==> src/jbsc_pkg.sv <==
// Shared constants and types of the JPEG block symbol coder.
`timescale 1ns / 1ps

package jbsc_pkg;

  localparam int COEFS_PER_BLOCK = 64;
  localparam int NUM_COMPONENTS_DEF = 3;

  localparam int COEF_W = 11;
  localparam int POS_W = 6;
  localparam int COMP_W = 2;
  localparam int SYM_W = 8;
  localparam int AMP_W = 11;
  localparam int LEN_W = 4;
  localparam int RUN_W = 6;
  localparam int RUNS16_W = 2;

  localparam logic [SYM_W-1:0] RUN_SYMBOL = 8'hF0;
  localparam logic [SYM_W-1:0] EOB_SYMBOL = 8'h00;
  localparam logic [RUN_W-1:0] RUN_MAX = 6'd63;

  localparam logic TABLE_DC = 1'b0;
  localparam logic TABLE_AC = 1'b1;

  // Command queue between the classifier and the symbol sequencer.
  localparam int QUEUE_DEPTH = 4;
  localparam int QUEUE_PTR_W = $clog2(QUEUE_DEPTH);

  // One queued command: some run-of-16 symbols, then one closing symbol.
  typedef struct packed {
    logic [RUNS16_W-1:0] runs;
    logic [SYM_W-1:0]    symbol;
    logic                table_kind;
    logic [AMP_W-1:0]    amplitude;
    logic [LEN_W-1:0]    amplitude_length;
    logic [COMP_W-1:0]   component;
  } cmd_t;

  typedef struct packed {
    logic empty;
    logic full;
  } queue_status_t;

endpackage

==> src/jbsc_coef_if.sv <==
// Coefficient request channel: valid/ready with one coefficient and its tags.
`timescale 1ns / 1ps

interface jbsc_coef_if;
  logic               valid;
  logic               ready;
  logic signed [10:0] coefficient;
  logic [5:0]         position;
  logic [1:0]         component;
  logic               restart;

  modport source(output valid, coefficient, position, component, restart, input ready);
  modport sink(input valid, coefficient, position, component, restart, output ready);
endinterface

==> src/jbsc_sym_if.sv <==
// Symbol request channel: valid/ready with one coded symbol and amplitude bits.
`timescale 1ns / 1ps

interface jbsc_sym_if;
  logic        valid;
  logic        ready;
  logic [7:0]  symbol;
  logic        table_kind;
  logic [10:0] amplitude;
  logic [3:0]  amplitude_length;
  logic [1:0]  out_component;
  logic        last_of_run;

  modport source(output valid, symbol, table_kind, amplitude, amplitude_length,
                 out_component, last_of_run, input ready);
  modport sink(input valid, symbol, table_kind, amplitude, amplitude_length,
               out_component, last_of_run, output ready);
endinterface

==> src/jbsc_front.sv <==
// Front end: accepts coefficients, tracks DC predictors and zero runs, builds commands.
`timescale 1ns / 1ps

module jbsc_front #(
  parameter int NUM_COMPONENTS = jbsc_pkg::NUM_COMPONENTS_DEF
) (
  input  logic                     clk,
  input  logic                     rst,
  jbsc_coef_if.sink                coefs,
  input  jbsc_pkg::queue_status_t  qstat,
  output logic                     push,
  output jbsc_pkg::cmd_t           cmd
);
  import jbsc_pkg::*;

  logic signed [COEF_W-1:0] last_dc [NUM_COMPONENTS];
  logic [RUN_W-1:0]         zero_run;

  logic                     accept;
  logic                     is_dc;
  logic                     is_zero;
  logic                     is_last;
  logic signed [COEF_W-1:0] pred;
  logic [COEF_W:0]          value;
  logic [COEF_W:0]          mag_wide;
  logic [COEF_W:0]          amp_raw;
  logic [AMP_W-1:0]         amp_mask;
  logic [LEN_W-1:0]         size;
  logic [RUN_W-1:0]         run_inc;

  function automatic logic [LEN_W-1:0] size_of(input logic [COEF_W-1:0] mag);
    logic [LEN_W-1:0] n;
    n = '0;
    for (int i = 0; i < COEF_W; i++) begin
      if (mag[i]) begin
        n = LEN_W'(i + 1);
      end
    end
    return n;
  endfunction

  assign coefs.ready = !qstat.full;
  assign accept      = coefs.valid && coefs.ready;
  assign is_dc       = coefs.position == '0;
  assign is_zero     = coefs.coefficient == '0;
  assign is_last     = coefs.position == POS_W'(COEFS_PER_BLOCK - 1);
  assign run_inc     = (zero_run < RUN_MAX) ? zero_run + RUN_W'(1) : zero_run;

  // A restart clears every predictor before this DC reads its own.
  always_comb begin
    pred = '0;
    for (int i = 0; i < NUM_COMPONENTS; i++) begin
      if (!coefs.restart && coefs.component == COMP_W'(i)) begin
        pred = last_dc[i];
      end
    end
  end

  always_comb begin
    if (is_dc) begin
      value = {coefs.coefficient[COEF_W-1], coefs.coefficient} - {pred[COEF_W-1], pred};
    end else begin
      value = {coefs.coefficient[COEF_W-1], coefs.coefficient};
    end
    mag_wide = value[COEF_W] ? ((COEF_W+1)'(0) - value) : value;
    amp_raw  = value[COEF_W] ? (value - (COEF_W+1)'(1)) : value;
    size     = size_of(mag_wide[COEF_W-1:0]);
    amp_mask = AMP_W'(((COEF_W+1)'(1) << size) - (COEF_W+1)'(1));
  end

  always_comb begin
    push                 = accept && (is_dc || !is_zero || is_last);
    cmd.component        = coefs.component;
    cmd.runs             = '0;
    cmd.table_kind       = TABLE_AC;
    cmd.amplitude        = amp_raw[AMP_W-1:0] & amp_mask;
    cmd.amplitude_length = size;
    cmd.symbol           = EOB_SYMBOL;
    if (is_dc) begin
      cmd.table_kind = TABLE_DC;
      cmd.symbol     = {4'b0000, size};
    end else if (is_zero) begin
      cmd.amplitude        = '0;
      cmd.amplitude_length = '0;
    end else begin
      cmd.runs   = zero_run[RUN_W-1:4];
      cmd.symbol = {zero_run[3:0], size};
    end
  end

  always_ff @(posedge clk) begin
    if (rst) begin
      zero_run <= '0;
      for (int i = 0; i < NUM_COMPONENTS; i++) begin
        last_dc[i] <= '0;
      end
    end else if (accept) begin
      if (is_dc) begin
        zero_run <= '0;
        for (int i = 0; i < NUM_COMPONENTS; i++) begin
          if (coefs.component == COMP_W'(i)) begin
            last_dc[i] <= coefs.coefficient;
          end else if (coefs.restart) begin
            last_dc[i] <= '0;
          end
        end
      end else if (is_zero) begin
        zero_run <= is_last ? '0 : run_inc;
      end else begin
        zero_run <= '0;
      end
    end
  end

endmodule

==> src/jbsc_queue.sv <==
// Small command queue that decouples the classifier from the symbol sequencer.
`timescale 1ns / 1ps

module jbsc_queue (
  input  logic                     clk,
  input  logic                     rst,
  input  logic                     push,
  input  jbsc_pkg::cmd_t           push_cmd,
  input  logic                     pop,
  output jbsc_pkg::cmd_t           head,
  output jbsc_pkg::queue_status_t  qstat
);
  import jbsc_pkg::*;

  cmd_t                   entries [QUEUE_DEPTH];
  logic [QUEUE_PTR_W-1:0] wr_ptr;
  logic [QUEUE_PTR_W-1:0] rd_ptr;
  logic [QUEUE_PTR_W:0]   count;

  assign head        = entries[rd_ptr];
  assign qstat.empty = count == '0;
  assign qstat.full  = count == (QUEUE_PTR_W+1)'(QUEUE_DEPTH);

  always_ff @(posedge clk) begin
    if (rst) begin
      wr_ptr <= '0;
      rd_ptr <= '0;
      count  <= '0;
    end else begin
      if (push) begin
        wr_ptr <= wr_ptr + QUEUE_PTR_W'(1);
      end
      if (pop) begin
        rd_ptr <= rd_ptr + QUEUE_PTR_W'(1);
      end
      if (push && !pop) begin
        count <= count + (QUEUE_PTR_W+1)'(1);
      end else if (pop && !push) begin
        count <= count - (QUEUE_PTR_W+1)'(1);
      end
    end
  end

  always_ff @(posedge clk) begin
    if (push) begin
      entries[wr_ptr] <= push_cmd;
    end
  end

endmodule

==> src/jbsc_back.sv <==
// Back end: expands each command into run-of-16 symbols and its closing symbol.
`timescale 1ns / 1ps

module jbsc_back (
  input  logic                     clk,
  input  logic                     rst,
  input  jbsc_pkg::cmd_t           head,
  input  jbsc_pkg::queue_status_t  qstat,
  output logic                     pop,
  jbsc_sym_if.source               symbols
);
  import jbsc_pkg::*;

  logic                out_valid;
  logic [RUNS16_W-1:0] runs_done;
  logic                load;
  logic                emit_run;

  // The output register is refilled whenever it is empty or being taken.
  assign load     = !out_valid || symbols.ready;
  assign emit_run = runs_done != head.runs;
  assign pop      = load && !qstat.empty && !emit_run;

  assign symbols.valid = out_valid;

  always_ff @(posedge clk) begin
    if (rst) begin
      out_valid <= 1'b0;
      runs_done <= '0;
    end else if (load) begin
      out_valid <= !qstat.empty;
      if (!qstat.empty) begin
        runs_done <= emit_run ? runs_done + RUNS16_W'(1) : '0;
      end
    end
  end

  always_ff @(posedge clk) begin
    if (load && !qstat.empty) begin
      symbols.out_component <= head.component;
      if (emit_run) begin
        symbols.symbol           <= RUN_SYMBOL;
        symbols.table_kind       <= TABLE_AC;
        symbols.amplitude        <= '0;
        symbols.amplitude_length <= '0;
        symbols.last_of_run      <= 1'b0;
      end else begin
        symbols.symbol           <= head.symbol;
        symbols.table_kind       <= head.table_kind;
        symbols.amplitude        <= head.amplitude;
        symbols.amplitude_length <= head.amplitude_length;
        symbols.last_of_run      <= 1'b1;
      end
    end
  end

  // The run counter never passes the head command's run count.
  assert property (@(posedge clk) disable iff (rst)
    !qstat.empty |-> runs_done <= head.runs)
    else $error("run counter passed the queued run count");

  // Only a run-of-16 symbol may be anything but the last result of a request.
  assert property (@(posedge clk) disable iff (rst)
    out_valid && !symbols.last_of_run |->
      symbols.symbol == RUN_SYMBOL && symbols.table_kind == TABLE_AC &&
      symbols.amplitude_length == '0)
    else $error("non-final result is not a run-of-16 symbol");

  // Releasing a command restarts the run counter for the next one.
  assert property (@(posedge clk) disable iff (rst)
    pop |=> runs_done == '0)
    else $error("run counter not cleared after a command was released");

endmodule

==> src/jpeg_block_symbol_coder_unit.sv <==
// Top level of the JPEG baseline DC/AC run-length symbol coder.
`timescale 1ns / 1ps

// Usage:
// The coefs channel takes one quantized coefficient per request, in zigzag
// order, with its position, component and restart flag. The symbols channel
// gives the coded symbols: a DC size category or an AC run/size byte, the
// table kind, the amplitude bits and their count, and a flag on the last
// symbol that a request caused. AC zeros cause no symbol, except a zero at
// position 63, which closes the block with an end-of-block symbol.
// Throughput is one coefficient per cycle while the queue is not full. A nonzero
// AC value after a long zero run yields up to three extra 0xF0 symbols, one per
// cycle on the output register while the receiver takes them; a four-entry
// command queue between the classifier and the symbol sequencer absorbs them,
// and coefs.ready drops only when that queue is full. A taken request enters
// the queue, and its first symbol then moves into the output register once
// that register is free.
// When the receiver stalls, the output register holds its symbol, the queue
// fills, and then the input stalls; nothing is lost or repeated.
// Reset (rst, synchronous) clears all DC predictors, the zero run count,
// the queue and the output register. There is no clearing pass.

module jpeg_block_symbol_coder_unit #(
  parameter int NUM_COMPONENTS = jbsc_pkg::NUM_COMPONENTS_DEF
) (
  input  logic       clk,
  input  logic       rst,
  jbsc_coef_if.sink  coefs,
  jbsc_sym_if.source symbols
);
  import jbsc_pkg::*;

  // Front to queue: one command per coefficient that yields symbols.
  logic          push;
  cmd_t          push_cmd;
  // Queue to back: head command and fill status.
  cmd_t          head;
  queue_status_t qstat;
  logic          pop;

  // Classifier: DC differences, predictors, zero-run counting.
  jbsc_front #(
    .NUM_COMPONENTS(NUM_COMPONENTS)
  ) u_front (
    .clk   (clk),
    .rst   (rst),
    .coefs (coefs),
    .qstat (qstat),
    .push  (push),
    .cmd   (push_cmd)
  );

  // Command queue that lets the two halves stall on their own.
  jbsc_queue u_queue (
    .clk      (clk),
    .rst      (rst),
    .push     (push),
    .push_cmd (push_cmd),
    .pop      (pop),
    .head     (head),
    .qstat    (qstat)
  );

  // Symbol sequencer with the output register.
  jbsc_back u_back (
    .clk     (clk),
    .rst     (rst),
    .head    (head),
    .qstat   (qstat),
    .pop     (pop),
    .symbols (symbols)
  );

endmodule

==> src/flat_wrapper.sv <==
// flat-port wrapper written by rule: the top's interface ports become plain ports
module jpeg_block_symbol_coder_unit_flat import jbsc_pkg::*;
#(
  parameter int NUM_COMPONENTS = jbsc_pkg::NUM_COMPONENTS_DEF
)
  (clk, rst, coefs_valid, coefs_coefficient, coefs_position, coefs_component, coefs_restart, coefs_ready, symbols_valid, symbols_symbol, symbols_table_kind, symbols_amplitude, symbols_amplitude_length, symbols_out_component, symbols_last_of_run, symbols_ready);
  jbsc_coef_if coefs_i ();
  jbsc_sym_if symbols_i ();
  input  logic clk;
  input  logic rst;
  input wire logic [$bits(coefs_i.valid)-1:0] coefs_valid;
  input wire logic [$bits(coefs_i.coefficient)-1:0] coefs_coefficient;
  input wire logic [$bits(coefs_i.position)-1:0] coefs_position;
  input wire logic [$bits(coefs_i.component)-1:0] coefs_component;
  input wire logic [$bits(coefs_i.restart)-1:0] coefs_restart;
  output wire logic [$bits(coefs_i.ready)-1:0] coefs_ready;
  output wire logic [$bits(symbols_i.valid)-1:0] symbols_valid;
  output wire logic [$bits(symbols_i.symbol)-1:0] symbols_symbol;
  output wire logic [$bits(symbols_i.table_kind)-1:0] symbols_table_kind;
  output wire logic [$bits(symbols_i.amplitude)-1:0] symbols_amplitude;
  output wire logic [$bits(symbols_i.amplitude_length)-1:0] symbols_amplitude_length;
  output wire logic [$bits(symbols_i.out_component)-1:0] symbols_out_component;
  output wire logic [$bits(symbols_i.last_of_run)-1:0] symbols_last_of_run;
  input wire logic [$bits(symbols_i.ready)-1:0] symbols_ready;
  assign coefs_i.valid = coefs_valid;
  assign coefs_i.coefficient = coefs_coefficient;
  assign coefs_i.position = coefs_position;
  assign coefs_i.component = coefs_component;
  assign coefs_i.restart = coefs_restart;
  assign coefs_ready = coefs_i.ready;
  assign symbols_valid = symbols_i.valid;
  assign symbols_symbol = symbols_i.symbol;
  assign symbols_table_kind = symbols_i.table_kind;
  assign symbols_amplitude = symbols_i.amplitude;
  assign symbols_amplitude_length = symbols_i.amplitude_length;
  assign symbols_out_component = symbols_i.out_component;
  assign symbols_last_of_run = symbols_i.last_of_run;
  assign symbols_i.ready = symbols_ready;
  jpeg_block_symbol_coder_unit #(.NUM_COMPONENTS(NUM_COMPONENTS)) u_core (.clk(clk), .rst(rst), .coefs(coefs_i), .symbols(symbols_i));
endmodule
==> config.mk <==
export PLATFORM = sky130hd
export DESIGN_NAME = jpeg_block_symbol_coder_unit_flat
export DESIGN_NICKNAME = d
export VERILOG_FILES = /design/src/jbsc_pkg.sv /design/src/jbsc_coef_if.sv /design/src/jbsc_sym_if.sv /design/src/jbsc_front.sv /design/src/jbsc_queue.sv /design/src/jbsc_back.sv /design/src/jpeg_block_symbol_coder_unit.sv /design/src/flat_wrapper.sv
export SDC_FILE = /design/constraint.sdc
export NUM_CORES = 1
export LEC_CHECK = 0
export ABC_AREA = 1
export BUFFER_PORTS_ARGS = -buffer_cell sky130_fd_sc_hd__buf_2
export CORE_MARGIN = 10
export CORE_UTILIZATION = 55
export CTS_BUF_LIST = sky130_fd_sc_hd__clkbuf_8 sky130_fd_sc_hd__clkbuf_16
export DETAILED_ROUTE_END_ITERATION = 12
export PLACE_DENSITY = 0.75
export SKIP_LAST_GASP = 1
export SYNTH_ARGS = -nofsm -noshare
export SYNTH_HDL_FRONTEND = slang
export SYNTH_HIERARCHICAL = 1
export SYNTH_SLANG_ARGS = --single-unit
==> constraint.sdc <==
create_clock -name clk -period 15.6 [get_ports clk]
set_clock_uncertainty 0.1 [all_clocks]
set_input_delay 3.12 -clock clk [delete_from_list [all_inputs] [get_ports clk]]
set_output_delay 3.12 -clock clk [all_outputs]
set_load 0.02 [all_outputs]
==> impl_metrics.json <==
{
  "area_growth_pct": 9.727,
  "ys_ff_latch": 190,
  "final_common_cell": "nand2_1",
  "power_switching_w": 0.0005007,
  "ant_nets": 0,
  "critical_path.max_stage_delay_ns": 0.59,
  "postSynthCellCount": 989,
  "final.setup.tns_ns": 0,
  "io_pins": 53,
  "fmax_mhz": 130.9,
  "numCtsBuffers": 17,
  "die_area_um2": 23000,
  "clockBufferDepth": 2,
  "fin_crit_ns": 7.638,
  "drc_errors": 0,
  "maxCapViolCount": 0,
  "combinationalPowerShare": 0.278,
  "p_leak_nw": 4.326,
  "worstMarginPinSlew_ns": 0.9360,
  "wirelength_um": 19430,
  "vias": 6846,
  "critPathArrivalTime_ns": 7.78,
  "avgSynthCellArea_um2": 9.638,
  "hold_buffers": 0,
  "final_cell_mix": "nand2_1 (175), edfxtp_1 (161), nor2_1 (141)",
  "p_seq_frac": 0.453,
  "cts_tree": "yes",
  "crit_type": "in -> reg",
  "ir_drop_v": 0.00008502,
  "period_share": 0.4896,
  "finalPower_w": 0.001493,
  "placed_cells": 1239,
  "wl_per_cell_um": 15.29,
  "grt_usage": 0.1753,
  "dieHeight_um": 151.6,
  "status": "finished, final reports clean",
  "worstPathRequired_ns": 15.74,
  "slew_viol_final": 0,
  "worst_slack_ns": 7.962,
  "cts_num_sinks": 190,
  "clk_pin_slew_worst_paths_ns": 0.07,
  "grt_setup_unrepaired": "no",
  "clkPwrFrac": 0.269,
  "powerDensity_nw_per_um2": 142.7,
  "start_util": 0.5569,
  "r2r_slack_ns": 11.29,
  "p_sw_frac": 0.3354,
  "cp_common_cell": "nand2_1",
  "vias_per_cell": 5.386,
  "synth_area_um2": 9532,
  "first_global_vias": 6562,
  "hold_violations": 0,
  "first_iter_violations": 558,
  "synth-seq-area-share": 0.5681,
  "h-tree-depth": 4,
  "ctsResizeCount": 0,
  "overflow": 0,
  "nets": 1078,
  "syn_nets": 1034,
  "setup_viol": 0,
  "end_kind": "register",
  "slew_headroom": 0.3732,
  "io_buffers": 52,
  "dp_hpwl_um": 12860,
  "post-place-ws_ns": 7.620,
  "post_cts_buffers": 0,
  "rows": 48,
  "die-width_um": 151.6,
  "insertion_delay_ns": 0.43,
  "cp_slowest_cell": "nor2_1",
  "antenna_found_initial": 0,
  "grt_max_degree": 58,
  "drive_above_1_share": 0.1558,
  "nFillCells": 1427,
  "ys_types": 49,
  "postLayoutCoreUtil": 0.6110,
  "regArea_um2": 5415,
  "start_kind": "primary input",
  "p_int_w": 0.0009919,
  "yosysWarnings": 6,
  "cts-root-buf": "clkbuf_16",
  "worst_hold_path_type": "reg -> reg",
  "grt_first_pass_wirelength_um": 31740,
  "num_antenna_cells": 0,
  "fin_cells": 1271,
  "globalplace.congestion": 0.9242,
  "fp.coreArea_um2": 17120,
  "crit_path_max_fanout": 11,
  "multi_input_area_um2": 3373,
  "drtPass1Iterations": 5
}
[path summary, 6_finish.rpt]
path / start / to / cells past startpoint
min: u_core/u_front/last_dc[2][8] / u_core/u_front/last_dc[2][8] / 2
max reg2reg: u_core/u_front/last_dc[0][0] / u_core/u_queue/entries[2][16] / 25
min reg2reg: u_core/u_front/last_dc[2][8] / u_core/u_front/last_dc[2][8] / 2
max: coefs_component[0] / u_core/u_queue/entries[2][16] / 30
[area by class of cell]
cell class,count,area share
repair buffers,62,0.03206
flip-flops and latches,190,0.5178
clock buffers,17,0.04067
multi-input cells,631,0.3225
clock inverters,15,0.01208
inverters,131,0.04797
well taps,225,0.02692
[Yosys cell counts, drive strengths merged]
master	instances	share of area
clkbuf	16	0.0063
nand3b	2	0.0016
nor2	155	0.069
inv	128	0.051
a22o	1	0.00092
a22oi	2	0.0016
o21ai	82	0.046
o22ai	28	0.018
o211ai	1	0.00079
clkinv	3	0.0017
nor3	18	0.011
nand3	42	0.031
a31oi	3	0.0020
or2	7	0.0046
a221oi	3	0.0028
a21oi	26	0.014
fa	2	0.0042
o21bai	2	0.0016
a221o	6	0.0063
edfxtp	161	0.51
nor3b	2	0.0016
nand2	197	0.086
nand4	16	0.011
a211oi	3	0.0024
nor4	4	0.0026
xor2	10	0.010
dfxtp	29	0.061
ha	19	0.025
buf	21	0.019
[per-layer routing]
metal / GRT usage / part of all wire / vias up
met4: 0.06435 / 0.020 / 0
met1: 0.2187 / 0.42 / 3156
met3: 0.03950 / 0.069 / 32
met2: 0.2926 / 0.49 / 227
li1: - / - / 3431
met5: 0 / 0 / -
[sequential cells by signal, indices dropped and copies added (netlist names), named ones only]
| signal | count |
|---|---|
| u_core/u_front/zero_run | 6 |
| u_core/u_front/last_dc | 33 |
| u_core/u_back/symbols.valid | 1 |
| u_core/u_queue/entries | 112 |
| u_core/u_queue/rd_ptr | 2 |
| u_core/u_back/symbols.symbol | 8 |
| u_core/u_back/symbols.amplitude | 11 |
| u_core/u_queue/wr_ptr | 2 |
| u_core/u_back/runs_done | 2 |
| u_core/u_back/symbols.out_component | 2 |
| u_core/u_queue/count | 3 |
| u_core/u_back/symbols.amplitude_length | 4 |
| u_core/u_back/symbols.table_kind | 1 |
| u_core/u_back/symbols.last_of_run | 1 |
[metrics by stage]
stage	hold WS [ns]	area, µm²
6_report	0.3606	10460
5_1_grt	0.3743	10460
4_1_cts	0.3592	10460
3_5_place_dp	0.3420	9907
3_3_place_gp	0.3295	9907
2_1_floorplan	0.3115	9532
[power by group through the flow]
stage / logic [W] / clock network [W] / registers (W)
floorplan: 0.000272 / 0 / 0.000736
global placement: 0.000409 / 0 / 0.000686
detailed placement: 0.000417 / 0 / 0.000687
CTS: 0.000420 / 0.000405 / 0.000677
global route: 0.000469 / 0.000430 / 0.000684
finish: 0.000416 / 0.000401 / 0.000676
[critical path: cells and delay by family]
family | cells | cell delay, ns
xor gates and xnor gates | 1 | 0.19
adders and majority gates | 4 | 1.13
buffers and inverters | 5 | 0.41
and+or+nand+nor | 17 | 2.26
AOI/OAI and AO/OA | 3 | 0.65
[cell families (layout without fill, tap and decap cells)]
kind of cell,count (synthesis),after routing,synth area share
simple gates,443,443,0.2171
flops,190,190,0.5681
buf+inv,168,225,0.07837
compound gates,157,157,0.09727
fa+ha+maj,21,21,0.02914
xor+xnor,10,10,0.009977
(Power assumes the default switching activity.)
